<file path="config.mk">
export PLATFORM = sky130hd
export DESIGN_NAME = cdau_civil
export DESIGN_NICKNAME = d
export VERILOG_FILES = /design/src/sv/cdau_pkg.sv /design/src/sv/cdau_civil.sv
export SDC_FILE = /design/constraint.sdc
export NUM_CORES = 2
export LEC_CHECK = 0
export BUFFER_PORTS_ARGS = -buffer_cell sky130_fd_sc_hd__buf_2
export CORE_UTILIZATION = 30
export CTS_BUF_LIST = sky130_fd_sc_hd__clkbuf_2
export CTS_CLUSTER_DIAMETER = 120
export DETAILED_ROUTE_END_ITERATION = 7
export HOLD_SLACK_MARGIN = 0.05
export PLACE_DENSITY = 0.55
export SYNTH_ARGS = -nofsm -noshare
export SYNTH_HDL_FRONTEND = slang
export SYNTH_SLANG_ARGS = --single-unit
</file>
<file path="constraint.sdc">
create_clock -name aclk -period 5.84 [get_ports aclk]
set_input_delay 0.292 -clock aclk [delete_from_list [all_inputs] [get_ports aclk]]
set_output_delay 0.292 -clock aclk [all_outputs]
set_load 0.01 [all_outputs]
</file>
<file path="src/sv/cdau_pkg.sv">
package cdau_pkg;

    typedef enum logic [2:0] {
        FN_TO_SERIAL  = 3'd0,
        FN_TO_DATE    = 3'd1,
        FN_ADD_DAYS   = 3'd2,
        FN_ADD_MONTHS = 3'd3,
        FN_ADD_YEARS  = 3'd4
    } func_t;

    typedef enum logic [2:0] {
        ST_OK        = 3'd0,
        ST_BAD_MONTH = 3'd1,
        ST_BAD_DAY   = 3'd2,
        ST_RANGE     = 3'd3,
        ST_BAD_FUNC  = 3'd4
    } status_t;

    localparam int unsigned NUM_STAGES   = 16;
    localparam int unsigned CIVIL_STAGES = 8;

    // operands carried alongside the serial-to-date stages
    typedef struct packed {
        logic [2:0]         op;
        logic signed [15:0] year;
        logic [3:0]         month;
        logic [5:0]         day;
        logic signed [24:0] amount;
        logic               over;
    } side_t;

    // working date in the back half of the pipeline
    typedef struct packed {
        logic [2:0]         op;
        status_t            st;
        logic signed [25:0] yr;
        logic [3:0]         mon;
        logic [5:0]         day;
    } date_t;

    // days from march 1 to the first of the shifted month (march = 0)
    function automatic logic [8:0] mar_off(input logic [3:0] sm);
        logic [8:0] r;
        case (sm)
            4'd0:    r = 9'd0;
            4'd1:    r = 9'd31;
            4'd2:    r = 9'd61;
            4'd3:    r = 9'd92;
            4'd4:    r = 9'd122;
            4'd5:    r = 9'd153;
            4'd6:    r = 9'd184;
            4'd7:    r = 9'd214;
            4'd8:    r = 9'd245;
            4'd9:    r = 9'd275;
            4'd10:   r = 9'd306;
            4'd11:   r = 9'd337;
            default: r = 9'd0;
        endcase
        return r;
    endfunction

    function automatic logic [3:0] month_to_sm(input logic [3:0] m);
        return (m > 4'd2) ? 4'(m - 4'd3) : 4'(m + 4'd9);
    endfunction

    function automatic logic [4:0] month_days(input logic [3:0] m, input logic leap);
        logic [4:0] r;
        case (m)
            4'd1, 4'd3, 4'd5, 4'd7, 4'd8, 4'd10, 4'd12: r = 5'd31;
            4'd4, 4'd6, 4'd9, 4'd11:                    r = 5'd30;
            4'd2:    r = leap ? 5'd29 : 5'd28;
            default: r = 5'd0;
        endcase
        return r;
    endfunction

    // yoe / 100 for a year of era below 400
    function automatic logic [1:0] cent_count(input logic [8:0] yoe);
        return 2'(yoe >= 9'd100) + 2'(yoe >= 9'd200) + 2'(yoe >= 9'd300);
    endfunction

endpackage

</file>
<file path="src/sv/cdau_civil.sv">
module cdau_civil
    import cdau_pkg::*;
(
    input  logic                    aclk,
    input  logic [CIVIL_STAGES-1:0] en,
    input  logic signed [25:0]      src,
    output logic signed [17:0]      year_o,
    output logic [3:0]              month_o,
    output logic [4:0]              day_o
);

    localparam logic [26:0] T_OFS  = 27'd35198360;
    localparam logic [27:0] M_ERA  = 28'(((64'd1 << 45) + 64'd146096) / 64'd146097);
    localparam logic [18:0] M_1460 = 19'(((64'd1 << 29) + 64'd1459) / 64'd1460);
    localparam logic [18:0] M_365  = 19'(((64'd1 << 27) + 64'd364) / 64'd365);

    logic [26:0]        t_reg, t1_reg;
    logic [8:0]         era1_reg, era2_reg, era3_reg, era4_reg, era5_reg, era6_reg;
    logic [17:0]        doe2_reg, doe3_reg, doe4_reg, doe5_reg;
    logic [6:0]         q3_reg;
    logic [17:0]        n4_reg;
    logic [8:0]         yoe5_reg, yoe6_reg;
    logic [8:0]         doy6_reg;
    logic signed [17:0] year_reg;
    logic [3:0]         month_reg;
    logic [4:0]         day_reg;

    logic [26:0]        t_next;
    logic [54:0]        prod_era;
    logic [17:0]        doe2_next;
    logic [36:0]        prod_1460;
    logic [2:0]         quad_cent;
    logic [17:0]        n4_next;
    logic [36:0]        prod_365;
    logic [8:0]         doy6_next;
    logic [3:0]         sm;
    logic [3:0]         mm;
    logic [4:0]         day_next;
    logic signed [17:0] year_next;

    // add the march-epoch offset and whole eras so the floor division works on a positive value
    assign t_next    = 27'(src) + T_OFS;
    assign prod_era  = 55'(t_reg) * 55'(M_ERA);
    assign doe2_next = 18'(t1_reg - 27'(era1_reg) * 27'd146097);
    assign prod_1460 = 37'(doe2_reg) * 37'(M_1460);
    assign quad_cent = 3'(doe3_reg >= 18'd36524) + 3'(doe3_reg >= 18'd73048)
                     + 3'(doe3_reg >= 18'd109572) + 3'(doe3_reg >= 18'd146096);
    assign n4_next   = 18'(doe3_reg - 18'(q3_reg) + 18'(quad_cent)
                     - 18'(doe3_reg == 18'd146096));
    assign prod_365  = 37'(n4_reg) * 37'(M_365);
    assign doy6_next = 9'(doe5_reg - (18'(yoe5_reg) * 18'd365 + 18'(yoe5_reg >> 2)
                     - 18'(cent_count(yoe5_reg))));

    always_comb begin
        sm = 4'd0;
        for (int k = 1; k < 12; k++) begin
            if (doy6_reg >= mar_off(4'(k))) begin
                sm = 4'(k);
            end
        end
        day_next  = 5'(doy6_reg - mar_off(sm) + 9'd1);
        mm        = (sm < 4'd10) ? 4'(sm + 4'd3) : 4'(sm - 4'd9);
        // era offset of 236 removed here, january and february belong to the next year
        year_next = 18'(19'(yoe6_reg) + 19'(era6_reg) * 19'd400 - 19'd94400
                  + 19'(mm <= 4'd2));
    end

    always_ff @(posedge aclk) begin
        if (en[0]) begin
            t_reg <= t_next;
        end
        if (en[1]) begin
            era1_reg <= prod_era[53:45];
            t1_reg   <= t_reg;
        end
        if (en[2]) begin
            era2_reg <= era1_reg;
            doe2_reg <= doe2_next;
        end
        if (en[3]) begin
            era3_reg <= era2_reg;
            doe3_reg <= doe2_reg;
            q3_reg   <= prod_1460[35:29];
        end
        if (en[4]) begin
            era4_reg <= era3_reg;
            doe4_reg <= doe3_reg;
            n4_reg   <= n4_next;
        end
        if (en[5]) begin
            era5_reg <= era4_reg;
            doe5_reg <= doe4_reg;
            yoe5_reg <= prod_365[35:27];
        end
        if (en[6]) begin
            era6_reg <= era5_reg;
            yoe6_reg <= yoe5_reg;
            doy6_reg <= doy6_next;
        end
        if (en[7]) begin
            year_reg  <= year_next;
            month_reg <= mm;
            day_reg   <= day_next;
        end
    end

    assign year_o  = year_reg;
    assign month_o = month_reg;
    assign day_o   = day_reg;

endmodule
</file>
==> PnR_summary.wiki <==
{| class="wikitable"
! Metric !! Value
|-
| Run status || finished, violations left
|-
| Violations in the final reports || negative setup slack
|-
| Reg2reg path depth || 20
|-
| Via count of the first global-routing pass || 23,300
|-
| HP Class || input pin to flop
|-
| Highest-count cells in the layout ignoring fill and taps || inv_1, ha_1, fa_1, edfxtp_1, buf_4
|-
| Post-layout util || 35.1%
|-
| Overall routed net length || 70,500 µm
|-
| Most common cell after layout, fill and taps aside || inv_1
|-
| Number of warnings issued by yosys || 0
|-
| Share of final-layout standard cells stronger than drive strength 1 || 12.5%
|-
| Max-cap violations || 0
|-
| Crit path kind || flop to flop
|-
| Worst Slack Setup Final || -0.544 ns
|-
| Global-route wire length before repair || 118,000 µm
|-
| Crit start category || flop
|-
| Unrepaired setup endpoints after global routing || true
|-
| Predominant post-synthesis flop cell || edfxtp_1
|-
| Min-Delay Path Depth || 5
|-
| Number of remaining DRC errors || 0
|-
| Normalized max-slew margin || 44.1%
|-
| Share of async-settable or async-resettable flops after synthesis || 0%
|-
| Port Buffer Count || 61
|-
| Pin slew with the least headroom to its limit || 0.839 ns
|-
| Synthesis-to-layout area growth || 15.9%
|-
| Critical path endpoint category || flop
|-
| Minimum setup slack after placement || -0.584 ns
|-
| TritonCTS Sinks || 232
|-
| WL per Instance || 14.3 µm
|-
| Critical-path maximum fanout || 4
|-
| Pin count of the biggest net entering global routing || 37
|-
| Total number of vias || 21,000
|-
| WP data arrival || 7.22 ns
|-
| Cell area after synthesis || 34,200 µm²
|-
| Number of buffers created by CTS || 61
|-
| Insertion delay of the later-clocked pin in the worst-skew pair || 1.10 ns
|-
| DR iter-0 viols || 613
|-
| Core area || 113,000 µm²
|-
| Origin of the worst min-delay path || src[4]
|-
| Area of placed instances || 37,700 µm²
|-
| DPL Wire Length || 61,300 µm
|-
| CTS root buf || clkbuf_2
|-
| EDFF count, synth || 232
|-
| WP data required || 6.68 ns
|-
| Starting utilization of the core area || 30.3%
|-
| Post-route cell area || 39,600 µm²
|-
| Highest clock rate || 157 MHz
|-
| Residual antenna-violating net count after detailed routing || 0
|-
| Number of antenna violations at the first check in global routing || 2
|-
| Hold Crit Endpoint || t_reg[4]
|-
| Number of hold violations in the final report || 0
|-
| Global-route usage over all layers || 12.7%
|-
| Clock slew seen by the registers of the worst setup and hold paths || 0.11 ns
|-
| Worst clock skew || 0.0985 ns
|-
| Post-synth cell types || 62
|-
| Flip-flop count of the largest register after layout || 27
|-
| Min Tclk post-route || 6.38 ns
|-
| Num rows || 123
|-
| Count of mapped cells out of synthesis || 2,962
|-
| Post-Synthesis Net Count || 4,276
|-
| Max H-tree Level || 2
|-
| TritonCTS clock tree || done
|-
| Share of the clock period used by the worst path || 109%
|-
| Final sum of negative setup slack || -3.70 ns
|-
| Mean Syn Cell Area || 11.5 µm²
|-
| Remaining Overflow, GRT || 0
|-
| Detailed-route vias per instance || 4.28
|-
| Number of ports placed on the die boundary || 62
|-
| Gp weighted congestion || 0.872
|-
| Die outline width || 339 µm
|-
| Number of nets in the layout || 4,679
|-
| Height of the chip || 339 µm
|-
| Endpoint of the lowest-slack register-to-register path || era1_reg[4]
|-
| Flop and latch count out of synthesis || 232
|-
| Source of the worst register-to-register timing path || t_reg[8]
|-
| Overall die area || 115,000 µm²
|-
| Number of slew-limit violations in the final report || 0
|-
| Pre-Repair DR Iteration Count || 5
|-
| Sequential fraction of the synthesis area || 20.4%
|-
| Register-to-register setup slack || -0.54 ns
|-
| Endpoints failing setup || 9
|-
| Maximum count of clock buffers along a single path || 3
|}
what timing repair did:
action,in CTS,in global routing
setup buffers,7,21
resized for setup,27,29
hold buffers,78,0
hold endpoints to repair,259,0
pin swaps,25,56
setup endpoints to repair,9,19
cell families (layout without fill, tap and decap cells):
logic type / Yosys count / count (layout) / synth area share [%]
muxes: 1 / 1 / 0.0330
xor gates and xnor gates: 136 / 136 / 3.49
and+or+nand+nor: 243 / 243 / 3.45
adders and majority gates: 1279 / 1279 / 58.7
buffers and inverters: 796 / 1247 / 8.75
AOI/OAI and AO/OA: 275 / 275 / 5.18
DFF: 232 / 232 / 20.4
other: 0 / 1 / 0
cell type report:
class                   instances  area (µm²)
fillers                     11400       73100
diodes                          1        2.50
multi-input cells            1934       24500
repair buffers                343        2640
clock inverters                25         243
clock buffers                  86         430
flip-flops and latches        232        6970
inverters                     793        2980
well taps                    1500        1880
metal layers:
metal	global-route usage [%]	wire length [µm]	vias up
li1	-	-	10400
met1	16.3	32200	10300
met2	22.6	35100	217
met3	1.78	2040	95
met4	2.52	1230	2
met5	0	18	-
critical path: stages (launching register included):
cell and delay [ns]:
edfxtp_1 0.51, buf_6 0.17, fa_2 0.43, fa_1 0.51, fa_2 0.44, fa_2 0.54
inv_2 0.03, fa_1 0.49, fa_2 0.44, fa_1 0.49, inv_1 0.05, ha_2 0.16
a21o_1 0.17, a211o_1 0.31, a211oi_2 0.17, o211ai_1 0.14, o21a_1 0.23, o21a_1 0.20
o21ai_2 0.14, or4b_1 0.44, o311ai_1 0.10
worst max-delay path by stage:
stage,startpoint,endpoint,slack (ns),depth (start not counted)
after global placement,t_reg[8],era1_reg[8],-0.49,20
after global routing,t_reg[9],era1_reg[8],-0.75,25
after CTS,t_reg[8],era1_reg[4],-0.50,20
final,t_reg[8],era1_reg[4],-0.54,20
after detailed placement,t_reg[8],era1_reg[4],-0.58,20
after floorplan,t_reg[11],era1_reg[4],-0.26,19
Yosys cell counts, types with 9 or more instances:
master    count  area share, %
a211oi_1     11           0.24
nand2_1      53           0.58
nor2_1       69           0.76
fa_1        539             32
o21a_1       12           0.26
o21ai_0      52           0.76
edfxtp_1    232             20
nor2b_1      12           0.22
xnor2_1      95            2.4
inv_1       793            8.7
nand3_1      19           0.28
a31oi_1       9           0.16
a21oi_1      87            1.3
a21o_1       22           0.48
nand4_1      17           0.31
nor3_1       27           0.40
xor2_1       41            1.1
and3_1       15           0.27
ha_1        740             27
o21bai_1     21           0.46
through the flow:
| stage | std cells | hold slack [ns] |
|---|---|---|
| 5_1_grt | 4914 | 0.169 |
| 3_3_place_gp | 4697 | 0.403 |
| 6_report | 4914 | 0.276 |
| 3_5_place_dp | 4697 | 0.405 |
| 2_1_floorplan | 2962 | 0.391 |
| 4_1_cts | 4892 | 0.0804 |
Power is left out: the tool's default activity adds up to more than one toggle a clock period on the data nets, which glitch-free logic cannot reach.
